## src/rtl/core/dgt_pkg.sv

```systemverilog
package dgt_pkg;

   localparam int MAX_POWER  = 4;
   localparam int COORD_BITS = 32;
   localparam int CW         = 32;
   localparam int PW         = 3;
   localparam int CNT_W      = $clog2((1 << MAX_POWER) + 2);
   localparam int IDX_W      = 9;
   localparam int TOL_W      = 20;
   localparam int CSR_AW     = 3;
   localparam int LW         = CW + MAX_POWER + 2;
   localparam int NW         = CW + 2 * MAX_POWER + 3;
   localparam int DW         = 2 * CW - 16;
   localparam int SW         = ((NW > DW) ? NW : DW) + 1;
   localparam int REQ_DW     = 136;
   localparam int RSP_DW     = 128;

   localparam logic [1:0] FUNC_LOAD   = 2'd0;
   localparam logic [1:0] FUNC_BEGIN  = 2'd1;
   localparam logic [1:0] FUNC_VERTEX = 2'd2;

   localparam logic [1:0] KIND_STATUS = 2'd0;
   localparam logic [1:0] KIND_VERTEX = 2'd1;
   localparam logic [1:0] KIND_TRI    = 2'd2;

   localparam logic [CSR_AW-1:0] CSR_GRID_POWER = 3'd0;
   localparam logic [CSR_AW-1:0] CSR_START_X    = 3'd1;
   localparam logic [CSR_AW-1:0] CSR_START_Y    = 3'd2;
   localparam logic [CSR_AW-1:0] CSR_START_Z    = 3'd3;
   localparam logic [CSR_AW-1:0] CSR_TOLERANCE  = 3'd4;

   localparam logic [2:0] CALC_LAST_STEP = 3'd4;
   localparam logic [2:0] CALC_WR_STEP   = 3'd2;

   typedef enum logic [1:0] {
      ST_IDLE,
      ST_ALIGN,
      ST_CALC,
      ST_EMIT
   } state_type;

   typedef enum logic [1:0] {
      RES_STATUS,
      RES_VERTEX,
      RES_TRI0,
      RES_TRI1
   } res_sel_type;

   typedef struct packed {
      logic        load_corner;
      logic        align_done;
      logic        align_ok;
      logic        rotate;
      logic        latch;
      logic        calc;
      logic [2:0]  step;
      logic        out_load;
      res_sel_type out_sel;
      logic        out_last;
   } cmd_type;

   typedef struct packed {
      logic vertex_ok;
      logic match;
      logic tris;
      logic out_free;
   } stat_type;

endpackage

```

## src/rtl/core/dgt_ctrl.sv

```systemverilog
module dgt_ctrl (
   input  logic              clock,
   input  logic              reset,
   input  logic              req_tvalid,
   output logic              req_tready,
   input  logic [1:0]        func,
   input  dgt_pkg::stat_type stat,
   output dgt_pkg::cmd_type  cmd
);
   import dgt_pkg::*;

   state_type  state_ff, state_in;
   logic [2:0] step_ff, step_in;
   logic [1:0] k_ff, k_in;
   logic       mode_status_ff, mode_status_in;

   always_ff @(posedge clock) begin
      if (reset) begin
         state_ff       <= ST_IDLE;
         step_ff        <= '0;
         k_ff           <= '0;
         mode_status_ff <= 1'b0;
      end else begin
         state_ff       <= state_in;
         step_ff        <= step_in;
         k_ff           <= k_in;
         mode_status_ff <= mode_status_in;
      end
   end

   always_comb begin
      state_in       = state_ff;
      step_in        = step_ff;
      k_in           = k_ff;
      mode_status_in = mode_status_ff;
      cmd            = '0;
      cmd.out_sel    = RES_STATUS;
      cmd.step       = step_ff;
      req_tready     = 1'b0;
      unique case (state_ff)
         ST_IDLE: begin
            req_tready = 1'b1;
            if (req_tvalid) begin
               priority if (func == FUNC_LOAD) begin
                  cmd.load_corner = 1'b1;
               end else if (func == FUNC_BEGIN) begin
                  step_in  = '0;
                  state_in = ST_ALIGN;
               end else if (func == FUNC_VERTEX && stat.vertex_ok) begin
                  cmd.latch = 1'b1;
                  step_in   = '0;
                  state_in  = ST_CALC;
               end else begin
                  state_in = ST_IDLE;
               end
            end
         end
         ST_ALIGN: begin
            // try the current order, then rotate; the fourth rotation restores the quad
            if (stat.match) begin
               cmd.align_done = 1'b1;
               cmd.align_ok   = 1'b1;
            end else begin
               cmd.rotate = 1'b1;
               if (step_ff == 3'd3) begin
                  cmd.align_done = 1'b1;
               end
            end
            step_in = step_ff + 3'd1;
            if (cmd.align_done) begin
               mode_status_in = 1'b1;
               k_in           = '0;
               state_in       = ST_EMIT;
            end
         end
         ST_CALC: begin
            cmd.calc = 1'b1;
            step_in  = step_ff + 3'd1;
            if (step_ff == CALC_LAST_STEP) begin
               mode_status_in = 1'b0;
               k_in           = '0;
               state_in       = ST_EMIT;
            end
         end
         ST_EMIT: begin
            if (stat.out_free) begin
               cmd.out_load = 1'b1;
               if (mode_status_ff) begin
                  cmd.out_sel  = RES_STATUS;
                  cmd.out_last = 1'b1;
                  state_in     = ST_IDLE;
               end else begin
                  unique case (k_ff)
                     2'd0: begin
                        cmd.out_sel  = RES_VERTEX;
                        cmd.out_last = !stat.tris;
                        if (!stat.tris) state_in = ST_IDLE;
                     end
                     2'd1: begin
                        cmd.out_sel = RES_TRI0;
                     end
                     default: begin
                        cmd.out_sel  = RES_TRI1;
                        cmd.out_last = 1'b1;
                        state_in     = ST_IDLE;
                     end
                  endcase
                  k_in = k_ff + 2'd1;
               end
            end
         end
         default: state_in = ST_IDLE;
      endcase
   end

endmodule

```

## config.mk

```make
export PLATFORM = sky130hd
export DESIGN_NAME = dgt_ctrl
export DESIGN_NICKNAME = d
export VERILOG_FILES = /design/src/rtl/core/dgt_pkg.sv /design/src/rtl/core/dgt_ctrl.sv
export SDC_FILE = /design/constraint.sdc
export NUM_CORES = 1
export LEC_CHECK = 0
export ABC_AREA = 1
export BUFFER_PORTS_ARGS = -buffer_cell sky130_fd_sc_hd__buf_2
export CORE_ASPECT_RATIO = 1.5
export CORE_UTILIZATION = 25
export CTS_CLUSTER_DIAMETER = 120
export DETAILED_ROUTE_END_ITERATION = 8
export SLEW_MARGIN = 10
export SYNTH_ARGS = -nofsm -noshare
export SYNTH_HDL_FRONTEND = slang
export SYNTH_SLANG_ARGS = --single-unit
```

## constraint.sdc

```tcl
create_clock -name clock -period 2.1 [get_ports clock]
set_input_delay 0.21 -clock clock [delete_from_list [all_inputs] [get_ports clock]]
set_output_delay 0.21 -clock clock [all_outputs]
set_load 0.1 [all_outputs]
```

Yosys cells after proc, flatten, opt, wreduce, memory -nomap -nowiden
Cells that the tools add are included.

operators by class
  add/subtract/negate cells = 2
  equality and inequality tests = 17
  muxes and demuxes = 45
  reduce and logical (&&, ||, !) cells = 13

operators with widths
  kind                   count
  $mux W2                13
  $mux W3                6
  $mux W1                17
  $ne A2 B2 Y1 const B   6
  $mux W4                2
  $pmux W2 S2            2
  $pmux W2 S4            1
  $reduce_and A7 Y1      1
  $eq A2 B1 Y1 const B   3
  $eq A2 B2 Y1 const B   3
  $logic_not A2 Y1       3
  $ne A3 B3 Y1 const B   2
  $pmux W2 S3            1
  $pmux W3 S2            1
  $reduce_and A5 Y1      1
  $ne A4 B4 Y1 const B   1
  $pmux W1 S2            2
  $reduce_and A4 Y1      1
  $reduce_bool A2 Y1     2
  $add A3 B1 Y3 const B  1
  $eq A3 B2 Y1 const B   1
  $eq A3 B3 Y1 const B   1
  $reduce_and A3 Y1      1
  $reduce_bool A3 Y1     1
  4 further kinds        4

storage, ports and cells
  bits in registers = 8
  output and inout bits = 14
  word-level logic and storage cells = 81

Longest topological paths before layout
Gate-level depths: netlist (run 1).

  depth in word-level cells = 7
  depth in mapped cells = 10
  mapped depth without buffers = 10

Worst setup path before layout (run 1)
No wires, ideal clock.

  kind = flip-flop to output port
  from = register state_ff[0]
  to = output cmd[8] (netlist bit)
  data arrival time = 2.859 ns
  slack = -0.969 ns
  cell stages (with the launch flop) = 7
  path through = dfxtp_1 inv_1 ha_1 nand2_2 clkinv_2 nand2_4 nor2_1

RTL lines
  item                      RTL line        source
  start: declaration        dgt_ctrl.sv:12  state_type state_ff, state_in;
  start signal: assignment  dgt_ctrl.sv:24  state_ff <= state_in;
  end: declaration          dgt_ctrl.sv:8   output dgt_pkg::cmd_type cmd

==> reports/metrics.yaml, run 1 <==
outcome: "completed"
ys_async_sr_fraction_pct: 0
routed_wl_um: 1590
setup_viol: 0
grt_pass1_vias: 690
syn_inst: 117
critPathMaxStageDelay_ps: 410
track_usage_pct: 11.5
yosysTopAreaCellShare_pct: 21.6
grt_max_degree: 9
ys.flop_type: "dfxtp_1"
seq_area_um2: 163
via_count: 768
die-area_um2: 3190
required_ps: 1890
design.portCount: 23
holdCritPathClass: "input pin to flop"
synth_commonest_cells: "24 x nand2_1, 21 x nor2_1, 20 x inv_1"
synth-compound-area-share_pct: 9.11
grt-ovfl-total: 0
yosys.area_share.simple_pct: 37.3
path_max_fanout: 7
slowest_stage: "buf_2"
diodes: 0
drt-initial-drc-count: 7
rsz0062_at_grt: "false"
clock_path_buffers: 2
clkLatencyLatePin_ps: 230
core_area_um2: 2730
numCtsBuffers: 3
synthMuxAreaShare_pct: 0
multi_input_area_um2: 514
grt_pass1_wl_um: 2620
cts_sinks: 8
die_y_um: 68.7
drive_above_1_share_pct: 28.2
viasPerCell: 4.29
hpwlAfterDp_um: 1380
drc: 0
grt_antenna_before_repair: 0
die_x_um: 46.5
hold_violations: 0
arrival_ps: 1640
gp_congestion: 0.737
synth_top_family_by_area: "simple AND/OR/NAND/NOR gates"
yosysMostFrequentCell: "nand2_1"
postLayoutCellArea_um2: 962
synth_adder_area_share_pct: 20.2
crit_type: "flop to primary output"
fmax_mhz: 541
hold_slack_ps: 168
r2r_slack_ps: 560
rows: 23
syn_avg_cell_area_um2: 6.34
place_area_um2: 921
maxSlewHeadroom_pct: 67.7
synthDistinctLibCells: 16
synth_xor_area_share_pct: 0
skew_ps: 2.40
initial_core_util_pct: 27.1
syn_to_final_growth_pct: 29.7
cts_post_setup_buffers_inserted: 0
cts_hold_buf: 0
fin_nets: 165
synth-seq-area-share_pct: 21.6
synth_top_cell_by_area: "dfxtp_1"
syn-cell-area_um2: 742
ant_nets: 0
max-cap-violations: 0
wire_per_inst_um: 8.88
cts_root_buffer: "clkbuf_8"
finalCriticalPeriod_ps: 1850
period_share_pct: 88.0
ys_ff_latch: 8
dr.pass1.iters: 4
endpoint_kind: "primary output"
crit_chain: "ha_1, nand2_1, inv_1, o21ai_0, inv_2, buf_2"
port_buffers: 22
tightest_slew_ps: 487
start_kind: "flop"
fillers: 307
synth_edf_count: 0
clk_pin_slew_worst_paths_ps: 40
htreeDepth: 1
synthesis.nets: 138
cts_tree: "yes"
yosys_warnings: 0
ys_top_cells_by_area: "dfxtp_1 22%, ha_1 20%, nand2_1 12%"
cts_resized: 0
slew_violations: 0
-- routing by layer --
metal | share of wire [%] | track usage, % | vias to the layer above
met5 | 0 | 0 | -
met4 | 0 | 4.41 | 0
met3 | 3.6 | 3.13 | 0
met2 | 56 | 22.6 | 14
met1 | 40 | 10.5 | 341
li1 | - | - | 413
-- registers in the layout, indices dropped and copies added, names as in the netlist --
signal,count
state_ff,2
k_ff,2
step_ff,3
mode_status_ff,1
-- kinds of logic after synthesis --
logic type / count (synthesis)
AOI/OAI and AO/OA: 13
adders and majority gates: 12
buffers and inverters: 23
DFF: 8
and+or+nand+nor: 61
-- layout by cell type (no fill, tap or decap), types with 2 or more instances in the layout --
cell type   n
inv_1      19
dfxtp_2     2
nor2_4      2
nor2_1     18
dfxtp_1     6
buf_2      22
nand2_1    24
nand2_4     2
ha_1       11
a21oi_1     6
o21ai_0     4
inv_2       3
nand3_1     9
o21ai_1     2
nand2_2     2
nor3_1      2
clkbuf_8    3
-- worst paths after layout --
path / from / end / depth (start not counted)
max: state_ff[0] / cmd[0] / 6
min: reset / k_ff[0] / 2
max reg2reg: step_ff[0] / state_ff[1] / 8
min reg2reg: k_ff[1] / k_ff[1] / 2
-- critical path, delay by kind of cell (launching register included) --
| family | cells | cell delay [ps] |
|---|---|---|
| buffers and inverters | 3 | 530 |
| adders and majority gates | 1 | 300 |
| AOI/OAI and AO/OA | 1 | 90 |
| and+or+nand+nor | 1 | 120 |
| DFF | 1 | 370 |
-- area by class of cell --
class	instances	share of cell area (%)
inverters	23	9.10
multi-input cells	86	53.4
well taps	37	4.81
clock buffers	3	4.29
flip-flops and latches	8	16.9
repair buffers	22	11.4
-- per-stage QoR --
| stage | worst slack [ps] | setup TNS, ps | instances | util [%] |
|---|---|---|---|---|
| 6_report | 251 | 0 | 179 | 35.2 |
| 5_1_grt | 110 | 0 | 179 | 35.2 |
| 4_1_cts | 234 | 0 | 179 | 35.2 |
| 3_5_place_dp | 471 | 0 | 176 | 33.7 |
| 3_3_place_gp | 504 | 0 | 176 | 33.7 |
| 2_1_floorplan | -853 | -1950 | 117 | - |
Power of run 1 is left out: the tool's default activity adds up to more than one toggle a clock period on the data nets, which glitch-free logic cannot reach.
==> run 2, diff against run 1 <==
--- a/config.mk
+++ b/config.mk
@@ -7,10 +7,10 @@
 export LEC_CHECK = 0
 export ABC_AREA = 1
 export BUFFER_PORTS_ARGS = -buffer_cell sky130_fd_sc_hd__buf_2
-export CORE_ASPECT_RATIO = 1.5
-export CORE_UTILIZATION = 25
+export CORE_UTILIZATION = 53
 export CTS_CLUSTER_DIAMETER = 120
 export DETAILED_ROUTE_END_ITERATION = 8
+export PLACE_DENSITY = 0.82
 export SLEW_MARGIN = 10
 export SYNTH_ARGS = -nofsm -noshare
 export SYNTH_HDL_FRONTEND = slang
==> reports/metrics.yaml, run 2 (synthesis results as in run 1) <==
outcome: "completed"  # unchanged
crit_type: "flop to primary output"  # unchanged
post-place-cells: 154  # was 176
r2r_slack_ps: 520  # was 560 ps
drc: 0  # unchanged
mostFrequentLayoutCell: "nand2_1"  # unchanged
fillers: 117  # was 307
grt_pass1_wl_um: 2410  # was 2620 um
drt-initial-drc-count: 13  # was 7
grt-ovfl-total: 0  # unchanged
die_y_um: 39.4  # was 68.7 um
cts_root_buffer: "clkbuf_4"  # was clkbuf_8
dr.pass1.iters: 4  # unchanged
cts_resized: 0  # unchanged
final_cell_mix: "24 x nand2_1, 22 x buf_2, 19 x inv_1, 18 x nor2_1, 11 x ha_1"  # unchanged
start_kind: "flop"  # unchanged
routed_wl_um: 1480  # was 1590 um
worstHoldPathCells: 2  # unchanged
skew_ps: 7.93  # was 2.40 ps
maxSlewHeadroom_pct: 67.6  # was 67.7%
endpoint_kind: "primary output"  # unchanged
fin_nets: 165  # unchanged
core_area_um2: 1300  # was 2730 um^2
cts_tree: "yes"  # unchanged
grt_pass1_vias: 620  # was 690
gp_congestion: 0.698  # was 0.737
tightest_slew_ps: 490  # was 487 ps
die_x_um: 39.4  # was 46.5 um
fin_setup_tns_ps: 0  # unchanged
cts_sinks: 8  # unchanged
r2r-start: "step_ff[0]"  # unchanged
final_cells: 157  # was 179
setup_viol: 0  # unchanged
numCtsBuffers: 3  # unchanged
period_share_pct: 91.3  # was 88.0%
top_regs: "step_ff: 3 flops, k_ff: 2 flops, state_ff: 2 flops"  # unchanged
cts_hold_buf: 0  # unchanged
port_buffers: 22  # unchanged
cts_post_setup_buffers_inserted: 0  # unchanged
max-cap-violations: 0  # unchanged
diodes: 0  # unchanged
r2r-end: "state_ff[0]"  # was state_ff[1]
drive_above_1_share_pct: 28.2  # unchanged
die-area_um2: 1550  # was 3190 um^2
syn_to_final_growth_pct: 23.4  # was 29.7%
rsz0062_at_grt: "false"  # unchanged
grt_antenna_before_repair: 0  # unchanged
holdCritPathClass: "input pin to flop"  # unchanged
finalCriticalPeriod_ps: 1920  # was 1850 ps
viasPerCell: 4.82  # was 4.29
top_register: "step_ff"  # unchanged
slew_violations: 0  # unchanged
hold_violations: 0  # unchanged
hpwlAfterDp_um: 1180  # was 1380 um
design.portCount: 23  # unchanged
hp-start: "reset"  # unchanged
grt_max_degree: 9  # unchanged
rows: 13  # was 23
ant_nets: 0  # unchanged
clock_path_buffers: 2  # unchanged
hold_slack_ps: 142  # was 168 ps
largest_reg_flops: 3  # unchanged
critical_path.startpoint: "state_ff[1]"  # was state_ff[0]
track_usage_pct: 22.9  # was 11.5%
via_count: 757  # was 768
wire_per_inst_um: 9.39  # was 8.88 um
required_ps: 1890  # about the same
htreeDepth: 1  # unchanged
clkLatencyLatePin_ps: 260  # was 230 ps
clk_pin_slew_worst_paths_ps: 60  # was 40 ps
arrival_ps: 1710  # was 1640 ps
fmax_mhz: 522  # was 541 MHz
initial_core_util_pct: 57.0  # was 27.1%
path_max_fanout: 8  # was 7
r2r_cells: 8  # unchanged
min_to: "k_ff[1]"  # was k_ff[0]
[run 2: area by class of cell]
class	count	area (um^2)	area share [%]
sequential	8	163	17.8
inverter	23	87.6	9.56
tap	15	18.8	2.05
timing repair buffer	22	110	12.0
clock buffer	3	22.5	2.46
multi-input combinational	86	514	56.1
[run 2: worst max-delay path by stage]
stage | depth (start not counted) | slack [ps] | endpoint
after floorplan | 3 | -850 | cmd[1]
after global placement | 7 | 490 | cmd[8]
after detailed placement | 7 | 460 | cmd[8]
after CTS | 7 | 180 | cmd[8]
after global routing | 6 | 30 | cmd[0]
final | 7 | 180 | cmd[8]
[run 2: metrics by stage]
step / setup slack (ps) / utilization, % / instance area (um^2)
after detailed placement: 461 / 68.7 / 893
after floorplan: -853 / - / 764
after CTS: 175 / 70.4 / 916
after global routing: 26.4 / 70.4 / 916
after global placement: 488 / 68.7 / 893
final: 183 / 70.4 / 916
[run 2: layer usage]
layer	part of all wire, %	routed length, um	GRT usage (%)
met5	0	0	0
met4	0	0	2.59
met3	4.4	65	10.2
met2	49	719	40.2
met1	47	689	25.9
[run 2: critical path, stage by stage, from the launching register on]
cell and delay [ps]:
dfxtp_1 340, inv_1 110, ha_2 290, nand2_2 70, clkinv_2 60, nand2_4 60
nor2_2 80, buf_2 420
Power of run 2 is left out for the same reason.
